--- src/hw/rtl/har_pkg.sv ---
// ============================================================================
// har_pkg: shared types, constants and functions for the Hill rate unit
// Holds the payload structs, the item class codes, the queue entry and the
// constant-function builder for the exp2 root factors.
// ============================================================================
package har_pkg;

    // Configuration register indexes
    localparam int REG_IDX_W = 2;
    localparam logic [REG_IDX_W-1:0] REG_RATE_GAIN     = 2'd0;
    localparam logic [REG_IDX_W-1:0] REG_HALF_CONSTANT = 2'd1;
    localparam logic [REG_IDX_W-1:0] REG_HILL_EXPONENT = 2'd2;

    localparam logic [31:0] RATE_GAIN_RESET     = 32'h0001_0000;
    localparam logic [31:0] HALF_CONSTANT_RESET = 32'h0001_0000;
    localparam logic [15:0] HILL_EXPONENT_RESET = 16'h1000;

    // Fixed-point constants
    localparam int          FRAC_BITS = 30;
    localparam logic [31:0] ONE_Q16   = 32'h0001_0000;
    localparam logic [31:0] ONE_Q30   = 32'h4000_0000;
    localparam logic [31:0] POW_MAX   = 32'hFFFF_FFFF;

    // Queue between front and back
    localparam int QDEPTH = 4;
    localparam int QPTR_W = 2;
    localparam int QCNT_W = 3;

    // Number of quotient bits produced by the divider
    localparam int DIV_BITS = 32;

    typedef struct packed {
        logic [23:0]        concentration;
        logic signed [31:0] accum_in;
    } item_t;

    typedef struct packed {
        logic signed [31:0] accum_out;
        logic [31:0]        rate;
        logic               undefined_flag;
        logic               saturated_flag;
    } result_t;

    // Item class decided by the front end
    typedef enum logic [1:0] {
        CLS_NORMAL = 2'd0,   // full log/exp evaluation
        CLS_ZERO   = 2'd1,   // zero concentration, nonzero exponent
        CLS_ONE    = 2'd2    // zero exponent
    } cls_t;

    typedef struct packed {
        cls_t        cls;
        logic [4:0]  lead;   // position of the leading one of A
        logic [31:0] mant;   // A normalized so that bit 31 is set
        logic [31:0] acc;
    } entry_t;

    typedef struct packed {
        logic              full;
        logic              empty;
        logic [QCNT_W-1:0] count;
    } q_stat_t;

    typedef struct packed {
        logic        valid;
        cls_t        cls;
        logic [31:0] acc;
    } side_t;

    // Integer square root, bit-pair method
    function automatic logic [63:0] isqrt64(input logic [63:0] x);
        logic [63:0] rem;
        logic [63:0] res;
        logic [63:0] bitv;
        rem  = x;
        res  = '0;
        bitv = 64'd1 << 62;
        for (int j = 0; j < 32; j++)
        begin
            if (rem >= res + bitv)
            begin
                rem = rem - (res + bitv);
                res = (res >> 1) + bitv;
            end
            else
            begin
                res = res >> 1;
            end
            bitv = bitv >> 2;
        end
        return res;
    endfunction

    // 2^(2^-k) in Q2.30 by repeated truncated square roots of 2.0
    function automatic logic [31:0] root_q30(input int k);
        logic [63:0] r;
        r = 64'd1 << 31;
        for (int j = 1; j <= FRAC_BITS; j++)
        begin
            if (j <= k)
            begin
                r = isqrt64(r << FRAC_BITS);
            end
        end
        return r[31:0];
    endfunction

endpackage

--- src/hw/rtl/har_front.sv ---
// ============================================================================
// har_front: classify and normalize incoming requests
// Sorts each item into a special or normal class and finds the leading one
// of the concentration, then pushes the prepared entry into the queue.
// ============================================================================
module har_front
(
    input  logic                clk,
    input  logic                rst_n,
    input  logic                item_valid,
    output logic                item_ready,
    input  har_pkg::item_t      item,
    input  logic [15:0]         hill_exponent,
    input  har_pkg::q_stat_t    q_stat,
    output logic                push,
    output har_pkg::entry_t     entry
);

    logic [4:0]  lead;
    logic [31:0] wide_a;
    logic        busy_reg;
    logic        busy_next;

    // Accept whenever the queue has room
    assign item_ready = !q_stat.full;
    assign push       = item_valid && item_ready;

    // Track whether the front has seen traffic since reset
    assign busy_next = busy_reg || push;

    always_ff @(posedge clk or negedge rst_n)
    begin
        if (!rst_n)
        begin
            busy_reg <= 1'b0;
        end
        else
        begin
            busy_reg <= busy_next;
        end
    end

    // Find the leading one of the concentration
    always_comb
    begin
        lead = '0;
        for (int i = 0; i < 24; i++)
        begin
            if (item.concentration[i])
            begin
                lead = 5'(i);
            end
        end
    end

    assign wide_a = {8'd0, item.concentration};

    // Classify and build the queue entry
    always_comb
    begin
        entry.lead = lead;
        entry.mant = wide_a << (5'd31 - lead);
        entry.acc  = item.accum_in;
        if (hill_exponent == '0)
        begin
            entry.cls = har_pkg::CLS_ONE;
        end
        else if (item.concentration == '0)
        begin
            entry.cls = har_pkg::CLS_ZERO;
        end
        else
        begin
            entry.cls = har_pkg::CLS_NORMAL;
        end
    end

endmodule

--- config.mk ---
export PLATFORM = sky130hd
export DESIGN_NAME = har_front
export DESIGN_NICKNAME = d
export VERILOG_FILES = /design/src/hw/rtl/har_pkg.sv /design/src/hw/rtl/har_front.sv
export SDC_FILE = /design/constraint.sdc
export NUM_CORES = 1
export LEC_CHECK = 0
export BUFFER_PORTS_ARGS = -buffer_cell sky130_fd_sc_hd__buf_4
export CAP_MARGIN = 20
export CORE_MARGIN = 5
export CORE_UTILIZATION = 30
export DETAILED_ROUTE_END_ITERATION = 7
export GPL_TIMING_DRIVEN = 0
export MAX_ROUTING_LAYER = met4
export PLACE_DENSITY = 0.71
export SLEW_MARGIN = 20
export SYNTH_ARGS = -nofsm -noshare
export SYNTH_HDL_FRONTEND = slang
export SYNTH_SLANG_ARGS = --single-unit
--- constraint.sdc ---
create_clock -name vclk -period 2.6
set_input_delay 0.52 -clock vclk [all_inputs]
set_output_delay 0.52 -clock vclk [all_outputs]
set_load 0.005 [all_outputs]
## Yosys cells after proc, flatten, opt, wreduce, memory -nomap -nowiden

Index checks and enable logic that the tools add are counted.

| operators by class | value |
|---|---|
| add/sub/neg operators | 1 |
| shift-type cells | 1 |
| muxes and demuxes | 25 |
| reductions and logical operators | 4 |

Operators with widths:

| operator | number |
|---|---|
| $mux 5 | 22 |
| $shl 24x5->32 | 1 |
| $logic_not 24->1 | 1 |
| $logic_not 16->1 | 1 |
| $sub 5x5->5 const A | 1 |
| $mux 1 | 2 |
| $mux 2 | 1 |
| $logic_and 1x1->1 | 1 |
| $logic_not 1->1 | 1 |

| storage, ports and cells | value |
|---|---|
| bits in registers | 0 |
| bits of input ports | 80 |
| output and inout bits | 73 |
| word-level logic and storage cells | 31 |

## Depth between registers and ports, before layout

Gate-level depths: netlist of the first run.

| depth | value |
|---|---|
| word-level depth | 25 |
| gate-level depth with buffers | 11 |
| mapped depth without buffers | 9 |

## Worst setup path after synthesis of the first run

Ideal clock, no wire load.

| timing path | value |
|---|---|
| kind | in2out |
| start | input item[34] (netlist bit) |
| end | output entry[61] (netlist bit) |
| arrival time | 2310 ps |
| data required time | 2080 ps |
| path slack | -230 ps |
| cell stages on the path | 10 |
| buffers on the path | 1 |
| cell sequence | nand2b_1 > a221o_1 > a221oi_2 > a21oi_2 > inv_2 > buf_4 > mux2i_1 > mux2i_1 > a221oi_1 > o211ai_1 |

RTL lines:

| element | line | RTL |
|---|---|---|
| start, declared | har_front.sv:12 | `input har_pkg::item_t item,` |
| end, declared | har_front.sv:16 | `output har_pkg::entry_t entry` |

==> flow_summary.yaml, run 1 <==
run_status:
  outcome: "finished, violations left"
  violations: "negative setup slack"
synthesis:
  synthTopCellsByCount: "buf_4 (41), mux2i_1 (38), nor2_1 (20)"
  synth_seq_area_share_pct: 0
  yosysWarnings: 0
  synthTopCellsByArea: "mux2i_1 (24%), buf_4 (19%), nor2_1 (4.7%)"
  synth.avg_cell_area_sq_um: 6.87
  synth_cell_types: 48
  syn-cell-area_sq_um: 1590
  yosys.area.top_type: "mux2i_1"
  synth.most_common_cell: "buf_4"
  synth_top_area_share_pct: 23.9
  synthCells: 232
worst_setup_path:
  worstSetupPathType: "input pin to primary output"
  cp-end-kind: "primary output"
  crit_start: "item[52]"
  required_ns: 2.08
  cp-start-kind: "input pin"
  cp_data_arrival_time_ns: 2.72
  cp_max_fo: 10
worst_hold_path:
  hp-start: "item[0]"
  hold_path_class: "input pin to primary output"
finish:
  antenna_cells: 0
  regArea_sq_um: 0
  clock_buffers: 0
  nFillCells: 437
  seq_cell_count: 0
  nNetsFinal: 453
  area_growth_pct: 112
  layout-drive-gt1-share_pct: 69.3
  multiInputGateArea_sq_um: 1690
timing:
  rsz0062_at_grt: "yes"
  fmax_ghz: 0.308
  layout_setup_ws_ns: -0.642
  fin_setup_tns_ns: -12.84
  relSlewSlack_pct: 58.9
  hold_viol_final: 0
  finalSetupViolCount: 26
  timing.hold.ws_ns: 1.21
  drv_slew: 0
  worstMarginPinSlew_ns: 0.616
  period_needed_ns: 3.24
  period_share_pct: 125
placed_design:
  pre_cts_ws_ns: -0.871
  hpwl_microns: 5360
  io_buffers: 106
  gp_congestion: 0.945
grt:
  grt_pass1_wl_microns: 11500
  use_met3_pct: 2.28
  grt_most_used_layer: "met2"
  met1_usage_pct: 23.5
  grt_pass1_vias: 2336
  antenna_found_initial: 0
  overflow: 0
  grt.total_usage_pct: 19.9
  grt_max_degree: 11
  gr-usage-met2_pct: 36.7
die:
  start_util_pct: 31.0
  rows: 26
  die_w_microns: 82.9
  die_area_sq_um: 6870
  io_pins: 153
  core_sq_um: 5140
  fp.dieH_microns: 82.9
route:
  drt-initial-drc-count: 152
  routed_via_density: 5.28
  drc: 0
  drt-total-wl_microns: 7630
  drt_first_pass_iters: 5
  wl_per_cell_microns: 17.3
  routed-via-count: 2330
  ant_nets: 0
power:
  finalPower_mw: 0.750
  vdd_drop_max_mv: 0.104
  p_leak_nw: 1.54
  power_density_nw_per_um2: 222
job:
  maxCapViolCount: 0
[final cells by class]
class | count | share of cell area (%)
inverters | 14 | 1.93
multi-input cells | 174 | 50.1
plain buffers | 51 | 12.0
repair buffers | 132 | 33.4
well taps | 70 | 2.59
[where the power goes]
group	total, mW	switching (mW)	internal (mW)	leakage (nW)
clock	0	0	0	0
sequential	0	0	0	0
combinational	0.750	0.327	0.423	1.54
[stage by stage]
step	util, %	cell area [sq um]	std cells
after global routing	65.7	3380	441
after global placement	50.6	2600	415
after CTS	62.0	3190	438
after detailed placement	50.6	2600	415
final	65.7	3380	441
after floorplan	-	1720	239
[per-layer routing]
layer	share of wire (%)	up-vias
li1	-	1100
met1	37	1098
met2	55	122
met3	6.1	10
met4	1.2	0
met5	0	-
[worst max-delay path, cell delays in order]
cell and delay, ns:
buf_6 0.11, nor4_4 0.57, and2_1 0.26, buf_1 0.49, nand2_1 0.24, nor2_1 0.16, nor3_1 0.06, o22ai_1 0.17
buf_4 0.15
[final timing paths]
check / end / depth (start not counted)
setup / recovery: entry[56] / 9
hold / removal: entry[0] / 2
[cell families (layout without fill, tap and decap cells)]
kind of cell / Yosys count / in the layout / synth area share [%]
muxes: 40 / 40 / 26.1
buffers and inverters: 65 / 197 / 25.9
and+or+nand+nor: 70 / 70 / 22.8
AOI/OAI and AO/OA: 56 / 56 / 24.9
other: 1 / 8 / 0.235
[layout by cell type, fill, tap and decap left out, types with 3 or more instances in the layout]
cell type    n
buf_4      151
buf_6       18
mux2i_4     16
nor2_1      14
inv_1       12
mux2i_2     12
mux2i_1     11
a21oi_1      9
nand2_1      8
conb_1       8
nor4_1       6
a21oi_2      5
nor2_2       4
o211ai_1     4
buf_8        4
nand3_4      4
buf_12       4
o22ai_1      4
o21ai_1      4
nor4_4       3
a31oi_1      3
nor3_1       3
or3_1        3
o21ai_0      3
[repair_timing]
item,in CTS,in global routing
setup endpoints to repair,28,27
hold buffers,0,0
buffers inserted,21,6
resized for setup,77,41
pin swaps,16,14
cloned,2,0
endpoints found under the hold margin,0,0
No activity file was read; power rests on OpenSTA's default activity.
==> inputs of run 2 (changes only) <==
--- a/config.mk
+++ b/config.mk
@@ -5,14 +5,14 @@
 export SDC_FILE = /design/constraint.sdc
 export NUM_CORES = 1
 export LEC_CHECK = 0
-export BUFFER_PORTS_ARGS = -buffer_cell sky130_fd_sc_hd__buf_4
 export CAP_MARGIN = 20
-export CORE_MARGIN = 5
+export CORE_MARGIN = 8
 export CORE_UTILIZATION = 30
 export DETAILED_ROUTE_END_ITERATION = 7
+export DONT_BUFFER_PORTS = 1
 export GPL_TIMING_DRIVEN = 0
 export MAX_ROUTING_LAYER = met4
-export PLACE_DENSITY = 0.71
+export REMOVE_ABC_BUFFERS = 1
 export SLEW_MARGIN = 20
 export SYNTH_ARGS = -nofsm -noshare
 export SYNTH_HDL_FRONTEND = slang
==> flow_summary.yaml, run 2 (synthesis gave the netlist of run 1 again) <==
run_status:
  outcome: "finished, violations left"
  violations: "negative setup slack"
route:
  drt-total-wl_microns: 7750
  wl_per_cell_microns: 27.9
  routed_via_density: 6.36
  drt-initial-drc-count: 142
  routed-via-count: 1767
  ant_nets: 0
  drc: 0
  drt_first_pass_iters: 4
timing:
  finalSetupViolCount: 24
  hold_viol_final: 0
  relSlewSlack_pct: 67.1
  fin_setup_tns_ns: -7.76
  period_needed_ns: 3.04
  drv_slew: 0
  worstMarginPinSlew_ns: 0.487
  period_share_pct: 117
  rsz0062_at_grt: "yes"
  layout_setup_ws_ns: -0.441
  timing.hold.ws_ns: 1.04
  fmax_ghz: 0.329
placed_design:
  pre_cts_ws_ns: -1.08
  gp_congestion: 0.944
  io_buffers: 0
  hpwl_microns: 5630
finish:
  layout-drive-gt1-share_pct: 47.1
  clock_buffers: 0
  postLayoutCoreUtil_pct: 39.3
  mostFrequentLayoutCells: "mux2i_4 (15), mux2i_1 (14), nor2_1 (12), buf_4 (12), inv_1 (11)"
  antenna_cells: 0
  regArea_sq_um: 0
  nNetsFinal: 290
  seq_cell_count: 0
  final_common_cell: "mux2i_4"
  area_growth_pct: 25.8
worst_setup_path:
  cp-end-kind: "primary output"
  cp_max_fo: 8
  path_delay_family: "compound AO/OA/AOI/OAI gates"
  critPathMaxStageDelay_ns: 0.34
  slowest_stage: "mux2i_1"
  cp_data_arrival_time_ns: 2.52
  crit_buf_inv: 1
  required_ns: 2.08
  worstSetupPathType: "input pin to primary output"
  crit_chain: "nand2b_4 > a221o_1 > a221oi_2 > a21oi_4 > clkinv_4 > mux2i_1 > mux2i_4 > a21oi_1 > o221ai_1"
  cp-start-kind: "input pin"
worst_hold_path:
  hold_path_class: "input pin to primary output"
grt:
  grt_pass1_vias: 1643
  grt_pass1_wl_microns: 10000
  grt.total_usage_pct: 17.6
  overflow: 0
  antenna_found_initial: 0
  grt_max_degree: 27
die:
  core_sq_um: 5110
  rows: 26
  start_util_pct: 31.2
  die_area_sq_um: 7900
  die_w_microns: 88.9
  io_pins: 153
  fp.dieH_microns: 88.9
clocking:
  ctsHoldBuffers: 0
power:
  finalPower_mw: 0.431
  p_leak_nw: 0.723
  vdd_drop_max_mv: 0.0600
  power_density_nw_per_um2: 215
job:
  maxCapViolCount: 0
run 2: metal layers:
layer	track usage, %	routed length, microns
met5	-	0
met4	0.922	91
met3	12.3	1180
met2	25.1	3500
met1	20.6	2980
run 2: cell type report:
| type | count | area, sq um |
|---|---|---|
| fill | 539 | 3100 |
| timing repair inverter | 3 | 18.8 |
| timing repair buffer | 17 | 146 |
| tap | 70 | 87.6 |
| multi-input combinational | 174 | 1680 |
| inverter | 14 | 73.8 |
run 2: power breakdown:
part | total [mW] | leakage [nW] | internal (mW) | switching (mW)
clock network | 0 | 0 | 0 | 0
logic | 0.431 | 0.723 | 0.198 | 0.232
registers | 0 | 0 | 0 | 0
total | 0.431 | 0.723 | 0.198 | 0.232
run 2: timing repair:
| item | 4_1_cts | 5_1_grt |
|---|---|---|
| endpoints found under the setup margin | 28 | 26 |
| gates resized for setup | 60 | 50 |
| setup buffers | 9 | 8 |
| gates cloned | 3 | 0 |
| pin swaps | 11 | 17 |
run 2: stage by stage:
step	instance area (sq um)	instances
6_report	2010	278
5_1_grt	2010	278
4_1_cts	1690	270
3_5_place_dp	1350	258
3_3_place_gp	1350	258
2_1_floorplan	1260	188
run 2: worst paths after layout:
check                 from  slack [ns]   endpoint  cells after the start
hold / removal     item[0]        1.04   entry[0]                      0
setup / recovery  item[34]       -0.44  entry[62]                      9
