$ cat config.mk
export PLATFORM = sky130hd
export DESIGN_NAME = har_queue
export DESIGN_NICKNAME = d
export VERILOG_FILES = /design/src/hw/rtl/har_pkg.sv /design/src/hw/rtl/har_queue.sv
export SDC_FILE = /design/constraint.sdc
export NUM_CORES = 1
export LEC_CHECK = 0
export BUFFER_PORTS_ARGS = -buffer_cell sky130_fd_sc_hd__buf_2
export CORE_AREA = 4 4 139 141
export DETAILED_ROUTE_END_ITERATION = 8
export DIE_AREA = 0 0 143 145
export GPL_TIMING_DRIVEN = 0
export PLACE_DENSITY = 0.81
export SLEW_MARGIN = 20
export SYNTH_ARGS = -nofsm -noshare
export SYNTH_HDL_FRONTEND = slang
export SYNTH_SLANG_ARGS = --single-unit
export TNS_END_PERCENT = 30
$ cat constraint.sdc
create_clock -name clk -period 6.11 [get_ports clk]
set_input_delay 1.5275 -clock clk [delete_from_list [all_inputs] [get_ports clk]]
set_output_delay 1.5275 -clock clk [all_outputs]
set_load 0.02 [all_outputs]
$ cat src/hw/rtl/har_pkg.sv
// ============================================================================
// har_pkg: shared types, constants and functions for the Hill rate unit
// Holds the payload structs, the item class codes, the queue entry and the
// constant-function builder for the exp2 root factors.
// ============================================================================
package har_pkg;

    // Configuration register indexes
    localparam int REG_IDX_W = 2;
    localparam logic [REG_IDX_W-1:0] REG_RATE_GAIN     = 2'd0;
    localparam logic [REG_IDX_W-1:0] REG_HALF_CONSTANT = 2'd1;
    localparam logic [REG_IDX_W-1:0] REG_HILL_EXPONENT = 2'd2;

    localparam logic [31:0] RATE_GAIN_RESET     = 32'h0001_0000;
    localparam logic [31:0] HALF_CONSTANT_RESET = 32'h0001_0000;
    localparam logic [15:0] HILL_EXPONENT_RESET = 16'h1000;

    // Fixed-point constants
    localparam int          FRAC_BITS = 30;
    localparam logic [31:0] ONE_Q16   = 32'h0001_0000;
    localparam logic [31:0] ONE_Q30   = 32'h4000_0000;
    localparam logic [31:0] POW_MAX   = 32'hFFFF_FFFF;

    // Queue between front and back
    localparam int QDEPTH = 4;
    localparam int QPTR_W = 2;
    localparam int QCNT_W = 3;

    // Number of quotient bits produced by the divider
    localparam int DIV_BITS = 32;

    typedef struct packed {
        logic [23:0]        concentration;
        logic signed [31:0] accum_in;
    } item_t;

    typedef struct packed {
        logic signed [31:0] accum_out;
        logic [31:0]        rate;
        logic               undefined_flag;
        logic               saturated_flag;
    } result_t;

    // Item class decided by the front end
    typedef enum logic [1:0] {
        CLS_NORMAL = 2'd0,   // full log/exp evaluation
        CLS_ZERO   = 2'd1,   // zero concentration, nonzero exponent
        CLS_ONE    = 2'd2    // zero exponent
    } cls_t;

    typedef struct packed {
        cls_t        cls;
        logic [4:0]  lead;   // position of the leading one of A
        logic [31:0] mant;   // A normalized so that bit 31 is set
        logic [31:0] acc;
    } entry_t;

    typedef struct packed {
        logic              full;
        logic              empty;
        logic [QCNT_W-1:0] count;
    } q_stat_t;

    typedef struct packed {
        logic        valid;
        cls_t        cls;
        logic [31:0] acc;
    } side_t;

    // Integer square root, bit-pair method
    function automatic logic [63:0] isqrt64(input logic [63:0] x);
        logic [63:0] rem;
        logic [63:0] res;
        logic [63:0] bitv;
        rem  = x;
        res  = '0;
        bitv = 64'd1 << 62;
        for (int j = 0; j < 32; j++)
        begin
            if (rem >= res + bitv)
            begin
                rem = rem - (res + bitv);
                res = (res >> 1) + bitv;
            end
            else
            begin
                res = res >> 1;
            end
            bitv = bitv >> 2;
        end
        return res;
    endfunction

    // 2^(2^-k) in Q2.30 by repeated truncated square roots of 2.0
    function automatic logic [31:0] root_q30(input int k);
        logic [63:0] r;
        r = 64'd1 << 31;
        for (int j = 1; j <= FRAC_BITS; j++)
        begin
            if (j <= k)
            begin
                r = isqrt64(r << FRAC_BITS);
            end
        end
        return r[31:0];
    endfunction

endpackage

$ cat src/hw/rtl/har_queue.sv
// ============================================================================
// har_queue: short request queue between front and back
// Four entries in flops with registered pointers and fill count.
// ============================================================================
module har_queue
(
    input  logic                clk,
    input  logic                rst_n,
    input  logic                push,
    input  har_pkg::entry_t     push_entry,
    input  logic                pop,
    output har_pkg::entry_t     pop_entry,
    output har_pkg::q_stat_t    q_stat
);

    har_pkg::entry_t                   slot_reg [har_pkg::QDEPTH];
    logic [har_pkg::QPTR_W-1:0]        wr_ptr_reg;
    logic [har_pkg::QPTR_W-1:0]        wr_ptr_next;
    logic [har_pkg::QPTR_W-1:0]        rd_ptr_reg;
    logic [har_pkg::QPTR_W-1:0]        rd_ptr_next;
    logic [har_pkg::QCNT_W-1:0]        count_reg;
    logic [har_pkg::QCNT_W-1:0]        count_next;

    assign q_stat.count = count_reg;
    assign q_stat.full  = (count_reg == har_pkg::QCNT_W'(har_pkg::QDEPTH));
    assign q_stat.empty = (count_reg == '0);
    assign pop_entry    = slot_reg[rd_ptr_reg];

    // Advance pointers and count
    always_comb
    begin
        wr_ptr_next = push ? wr_ptr_reg + 1'b1 : wr_ptr_reg;
        rd_ptr_next = pop ? rd_ptr_reg + 1'b1 : rd_ptr_reg;
        count_next  = count_reg + (push ? 1'b1 : 1'b0) - (pop ? 1'b1 : 1'b0);
    end

    always_ff @(posedge clk or negedge rst_n)
    begin
        if (!rst_n)
        begin
            wr_ptr_reg <= '0;
            rd_ptr_reg <= '0;
            count_reg  <= '0;
        end
        else
        begin
            wr_ptr_reg <= wr_ptr_next;
            rd_ptr_reg <= rd_ptr_next;
            count_reg  <= count_next;
        end
    end

    // Store pushed entries
    always_ff @(posedge clk)
    begin
        if (push)
        begin
            slot_reg[wr_ptr_reg] <= push_entry;
        end
    end

endmodule

### Yosys cells after proc, flatten, opt, wreduce, memory -nomap -nowiden

Memory sizes are Yosys's and may differ from the RTL's.
Cells that the tools add are included.

* add/sub/neg operators: 4
* equal/unequal tests: 1
* multiplexer cells: 4
* reductions and logical operators: 1

Operators with widths (count)
* 2-bit by 1-bit adder with 2-bit output, second input constant: 2
* 1-bit two-way mux: 4
* 3-bit by 1-bit adder with 3-bit output: 1
* 3-bit == test, second input constant: 1
* 3-bit zero test: 1
* 3-bit by 1-bit subtractor with 3-bit output: 1

* register bits after elaboration: 7
* RAM bits: 284
* bits of input ports: 75
* output and inout port bits: 76
* word-level logic and storage cells: 14
* memories kept: 1

Memories
* slot_reg: depth 4, width 71, rd ports 1, clocked after memory_dff 0, write ports 1, line har_queue.sv:16 `har_pkg::entry_t slot_reg [har_pkg::QDEPTH];`

### Logic depth before layout (Yosys ltp)

Gate-level depths: netlist of the first run.

* depth in word-level cells: 3
* mapped depth: 6
* gate-level depth less buffers: 6

### Worst setup path after synthesis of the first run

No wires, ideal clock.

* kind: in2reg
* start: input push
* end: memory slot_reg[0][0] (netlist bit), enable pin
* setup time: 437 ps
* data arrival time: 3190 ps
* data required time: 5673 ps
* slack: 2483 ps
* stages on the path: 1
* path buffers: 0
* path through: and2_1

* longest elaborated chain between the ends: 2

RTL lines
* from (decl): line har_queue.sv:9 `input logic push,`
* 1-bit two-way mux: line har_queue.sv:56 `if (push)`
* 1-bit two-way mux (implied by the code): line har_queue.sv:58 `slot_reg[wr_ptr_reg] <= push_entry;`
* to (decl): line har_queue.sv:16

Every way passes these cells.

==> results of run 1 <==
placed cells by master (no fill, tap or decap), types with 4 or more instances in the layout:
cell | synthesis | layout
dfrtp_1 | 7 | 7
and2_4 | 0 | 4
clkbuf_16 | 0 | 29
clkinv_2 | 0 | 11
mux4_2 | 70 | 70
edfxtp_1 | 284 | 284
buf_2 | 8 | 158
inv_1 | 6 | 6
buf_12 | 7 | 7
ha_1 | 6 | 6
buf_16 | 0 | 4
cell usage after synthesis:
cell / number
inv_1: 6
buf_12: 7
ha_1: 6
mux4_2: 70
fa_1: 1
dfrtp_1: 7
buf_6: 1
o21ai_0: 1
xnor2_1: 2
nor3_1: 1
edfxtp_1: 284
xor2_1: 3
nand2_1: 2
mux4_1: 1
and3_1: 1
and2_1: 4
buf_2: 8
through the flow:
step	hold WS [ps]	total power (µW)	util	cell area, µm²
3_3_place_gp	508	4840	0.654	11700
2_1_floorplan	494	4230	-	10700
3_5_place_dp	536	4900	0.661	11900
5_1_grt	587	6830	0.712	12800
6_report	553	6510	0.712	12800
4_1_cts	548	6600	0.712	12800
worst register-to-register path: cells and delay by family, from the launching register on:
family | cells | cell delay, ps
fa+ha+maj | 1 | 150
simple gates | 1 | 510
buf+inv | 2 | 420
flops | 1 | 420
logic make-up (layout without fill, tap and decap cells):
group	after synthesis	after routing	synth area share
AO/OA/AOI/OAI	1	1	0.000467
XOR/XNOR	5	5	0.00409
adder cells (fa/ha/maj)	7	7	0.00888
buffers and inverters	22	228	0.0200
flip-flops	291	291	0.813
multiplexers	71	71	0.150
other	0	1	0
AND/OR/NAND/NOR	8	8	0.00409
power by group:
part           internal, µW  total (µW)  switching (µW)
registers              2610        2700            91.3
clock network           993        1680             690
logic                   907        2120            1220
total                  4510        6510            2000
cell type report:
type | instances | area, µm² | area share
tap | 229 | 287 | 0.0224
buffer | 16 | 191 | 0.0150
antenna | 1 | 2.50 | 0.000196
sequential | 291 | 8700 | 0.681
timing repair buffer | 154 | 861 | 0.0673
clock inverter | 20 | 181 | 0.0142
inverter | 6 | 22.5 | 0.00176
clock buffer | 32 | 737 | 0.0576
multi-input combinational | 92 | 1800 | 0.141
how the worst min path moves through the flow:
stage | to | cells past startpoint
floorplan | wr_ptr_reg[0] | 1
global placement | wr_ptr_reg[0] | 1
detailed placement | wr_ptr_reg[0] | 1
CTS | wr_ptr_reg[0] | 1
finish | wr_ptr_reg[0] | 1
global route | wr_ptr_reg[0] | 1
per-layer routing:
| metal | GRT usage | wire (µm) | up-vias |
|---|---|---|---|
| li1 | - | - | 2116 |
| met1 | 0.258 | 7540 | 2482 |
| met2 | 0.318 | 10100 | 132 |
| met3 | 0.0313 | 1010 | 29 |
| met4 | 0.0499 | 321 | 4 |
| met5 | 0 | 15 | - |
==> metrics.yaml, run 1 <==
status: "completed"
clk_pin_slew_ps: 60
dp.cells: 788
critPathMaxFanout: 10
cts_htree_levels: 1
route.detailed.drc: 0
fillers: 1048
worst_pin_slew_ps: 556
reg2reg_slack_ps: 4250
fin_crit_sh: 0.581
startpoint: "rd_ptr_reg[0]"
port_buffers: 150
pre_cts_slack_ps: 3110
antenna_found_initial: 3
leakage_uw: 0.00448
cts_setup_buffers: 0
areaGrowthSynthToFinish_pct: 19.4
synth_top_area_frac: 0.796
slowest_delay_ps: 550
fin_ws_ps: 2560
syn-num-nets: 487
rsz0062_at_grt: "no"
cp_num_cells: 4
cts_resized: 0
worstPathArrival_ps: 2020
final_cell_count_no_fill: 841
avgSynthCellArea_um2: 26.4
hp-start: "wr_ptr_reg[0]"
synth_area_um2: 10700
routedWlPerCell_um: 22.6
vias: 4763
drive_gt1_frac: 0.475
slowest_stage: "mux4_2"
required_ps: 4580
dr.pass1.iters: 4
ctsHoldBuffers: 0
rows: 49
tritoncts: "yes"
antenna_left: 0
ys_warn_count: 0
die_area_um2: 20700
tns_ps: 0
end_kind: "primary output"
die_y_um: 145
clkLatencyLatePin_ps: 520
cp-endpoint: "pop_entry[56]"
ys_types: 17
postSynthCellCount: 405
report.final.slew_viol_count: 0
yosys.area.top_type: "edfxtp_1"
globalplace.congestion: 0.714
cts_sinks: 291
rr_endpoint: "slot_reg[0][27]"
fin_crit_ps: 3550
grt_pass1_wl_um: 29800
synth_seq_cells: 291
critPathTopFamily: "buffers and inverters"
fmax_mhz: 282
slew_headroom: 0.629
post_drt_via_cell_ratio: 5.66
finalSetupViolCount: 0
largest_reg_flops: 284
synth_area_leaders: "edfxtp_1 (80%), mux4_2 (15%), dfrtp_1 (1.6%), buf_12 (1.3%), ha_1 (0.70%)"
fin_nets: 671
critPathBufInv: 3
maxCapViolCount: 0
die_x_um: 143
cp_cell_sequence: "buf_6 -> buf_12 -> mux4_2 -> buf_2"
root_buffer: "clkbuf_16"
start_util: 0.596
pwr_density_cell_nw_per_um2: 509
seq_area_frac_synth: 0.813
clk_path_buf_depth: 3
ioPinCount: 151
peakVddDrop_mv: 0.333
hold_path_class: "reg2reg"
rr_worst_depth: 4
overflow: 0
crit_type: "reg2out"
timing.rr.start: "wr_ptr_reg[0]"
critPathLaunchType: "flip-flop"
track_usage: 0.188
dp_hpwl_um: 11600
core_um2: 18000
numCtsBuffers: 28
wl_um: 19000
grt_pass1_vias: 5193
drtIter0Drc: 264
fin_skew_ps: 7.36
grt_start_max_net_pins: 42
hold_violations: 0
No activity file was read; power rests on OpenSTA's default activity.
==> inputs of run 2 (changes only) <==
--- a/config.mk
+++ b/config.mk
@@ -5,12 +5,13 @@
 export SDC_FILE = /design/constraint.sdc
 export NUM_CORES = 1
 export LEC_CHECK = 0
+export ABC_AREA = 1
 export BUFFER_PORTS_ARGS = -buffer_cell sky130_fd_sc_hd__buf_2
-export CORE_AREA = 4 4 139 141
+export CORE_AREA = 4 4 159 161
 export DETAILED_ROUTE_END_ITERATION = 8
-export DIE_AREA = 0 0 143 145
+export DIE_AREA = 0 0 163 165
 export GPL_TIMING_DRIVEN = 0
-export PLACE_DENSITY = 0.81
+export PLACE_DENSITY = 0.74
 export SLEW_MARGIN = 20
 export SYNTH_ARGS = -nofsm -noshare
 export SYNTH_HDL_FRONTEND = slang
==> constraint.sdc (replaced) <==
create_clock -name clk -period 3.03 [get_ports clk]
set_input_delay 0.7575 -clock clk [delete_from_list [all_inputs] [get_ports clk]]
set_output_delay 0.7575 -clock clk [all_outputs]
set_load 0.02 [all_outputs]
==> run 2 against run 1 <==
Against the previous run:
- setup slack worse by 2400 ps
- largest power group is now combinational logic
- sequential power is 100% higher
- synthesized area is 15% higher
- power is 120% higher
- first-iteration DRC count is 97% higher
- combinational power grew to 2.7 times the previous value
- count of clock-buffer cells in the layout is 3 higher
- clock power is 95% higher
==> metrics.yaml, run 2 <==
fin_crit_ps: 2820
post-synth-top-count-cell: "nand2_1"
ctsHoldBuffers: 0
overflow: 0
synth_top_area_frac: 0.694
synthArstFlopShare: 0.0241
core_um2: 24000
dp_hpwl_um: 16400
fmax_mhz: 355
critPathTopFamily: "buffers and inverters"
ys_types: 16
power.switching_uw: 5620
dr.pass1.iters: 7
postSynthCellCount: 1158
grt_start_max_net_pins: 43
cts_resized: 0
rr_worst_depth: 5
rsz0062_at_grt: "no"
ys.flop_type: "edfxtp_1"
wl_um: 26500
cts_sinks: 291
pwr-share-comb: 0.398
fillers: 1908
hold_path_class: "in2async"
report.final.slew_viol_count: 0
required_ps: 2270
grt_pass1_wl_um: 40800
largest_reg_flops: 284
synth-edff-count: 284
fin_crit_sh: 0.931
reg2reg_slack_ps: 1210
hold_violations: 0
timing.rr.start: "wr_ptr_reg[0]"
ioPinCount: 151
clk_pin_slew_ps: 60
rows: 57
numCtsBuffers: 28
yosys-top-cells-count: "nand2_1 (366), inv_1 (296), edfxtp_1 (284)"
tritoncts: "yes"
slew_headroom: 0.601
die_x_um: 163
clk_path_buf_depth: 3
slowest_stage: "dfrtp_1"
avgSynthCellArea_um2: 10.6
vias: 8156
crit_type: "reg2out"
seq_area_frac_synth: 0.708
maxCapViolCount: 0
globalplace.congestion: 0.734
rr_endpoint: "slot_reg[2][33]"
track_usage: 0.194
critPathBufInv: 5
synth_seq_cells: 291
drive_gt1_frac: 0.168
worst_pin_slew_ps: 598
pwr_density_cell_nw_per_um2: 1000
startpoint: "rd_ptr_reg[0]"
drtIter0Drc: 521
die_area_um2: 26900
routedWlPerCell_um: 15.7
fin_ws_ps: 210
root_buffer: "clkbuf_16"
status: "completed"
synth_area_leaders: "edfxtp_1 (69%), nand2_1 (11%), inv_1 (9.0%), nand3_1 (5.8%), dfrtp_1 (1.4%)"
die_y_um: 165
antenna_found_initial: 3
place_area_um2: 13600
areaGrowthSynthToFinish_pct: 17.3
switching_share: 0.389
antenna_left: 0
cp-endpoint: "pop_entry[45]"
peakVddDrop_mv: 0.590
critPathMaxFanout: 10
cp_num_cells: 8
pre_cts_slack_ps: 606
start_util: 0.513
critPathLaunchType: "flip-flop"
synth_area_um2: 12300
cts_htree_levels: 1
leakage_uw: 0.00680
route.detailed.drc: 0
clkLatencyLatePin_ps: 530
cts_setup_buffers: 0
slowest_delay_ps: 360
post_drt_via_cell_ratio: 4.83
pwr-share-seq: 0.376
end_kind: "primary output"
finalInstanceArea_um2: 14400
grt_pass1_vias: 8125
fin_nets: 1424
syn-num-nets: 1240
final_cell_mix: "nand2_1 (366), inv_1 (292), edfxtp_1 (284), buf_2 (171), nand3_1 (143)"
p_int_uw: 8840
seqCellArea_um2: 8700
worstPathArrival_ps: 2060
mostFrequentLayoutCell: "nand2_1"
clock_power_share: 0.226
cp_cell_sequence: "buf_4 -> inv_2 -> buf_6 -> buf_4 -> nand2_1 -> nand3_1 -> nand2_1 -> buf_2"
ys_warn_count: 0
yosys.area.top_type: "edfxtp_1"
port_buffers: 150
multi_input_area_um2: 2230
finalSetupViolCount: 0
fin_skew_ps: 8.48
==> run 2: cell types whose count changed after synthesis, sizes merged <==
cell,change
and2,-4
and3,-1
buf,+17
clkbuf,+14
inv,+292
mux4,-71
nand2,+364
nand3,+143
nor3,+1
xnor2,-2
==> run 2: layer usage <==
metal / part of all wire / global-route usage
met3: 0.072 / 0.0322
met4: 0.015 / 0.0549
met2: 0.52 / 0.357
met1: 0.39 / 0.238
met5: 0.00068 / 0
==> run 2: area by class of cell <==
class	count	share of cell area
Antenna cell	2	0.000347
Buffer	47	0.0172
Clock buffer	35	0.0519
Clock inverter	15	0.00807
Inverter	298	0.0782
Multi-Input combinational cell	522	0.154
Sequential cell	291	0.603
Tap cell	324	0.0281
Timing Repair Buffer	154	0.0586
==> run 2: metrics by stage <==
stage	TNS [ps]	hold WS (ps)	total power, µW	std cells	utilization
3_5_place_dp	0	528	11300	1636	0.566
5_1_grt	0	57.5	15300	1687	0.602
2_1_floorplan	0	462	9220	1158	-
3_3_place_gp	-318250	521	11200	1632	0.561
4_1_cts	0	54.3	14600	1686	0.602
6_report	0	65.2	14500	1688	0.602
==> run 2: how the worst min path moves through the flow <==
stage / startpoint / endpoint / slack, ps / cells past startpoint
after floorplan: rst_n / count_reg[0] / 460 / 0
after global placement: wr_ptr_reg[0] / wr_ptr_reg[0] / 520 / 1
after detailed placement: wr_ptr_reg[0] / wr_ptr_reg[0] / 530 / 1
after CTS: rst_n / count_reg[0] / 50 / 1
after global routing: rst_n / count_reg[0] / 60 / 1
final: rst_n / count_reg[0] / 70 / 1
==> run 2: cell families after synthesis <==
kind of cell             count (synthesis)  share of synthesized area
flip-flops                             291                      0.708
AND/OR/NAND/NOR                        511                      0.171
adder cells (fa/ha/maj)                  7                    0.00773
buffers and inverters                  345                      0.111
XOR/XNOR                                 3                    0.00214
AO/OA/AOI/OAI                            1                   0.000407
==> run 2: power groups by stage <==
stage	Clock [µW]	Combinational (µW)	Sequential, µW
after floorplan	0	3670	5550
after global placement	0	5600	5590
after detailed placement	0	5800	5520
after CTS	3330	5820	5440
after global routing	3490	6350	5500
final	3270	5750	5440
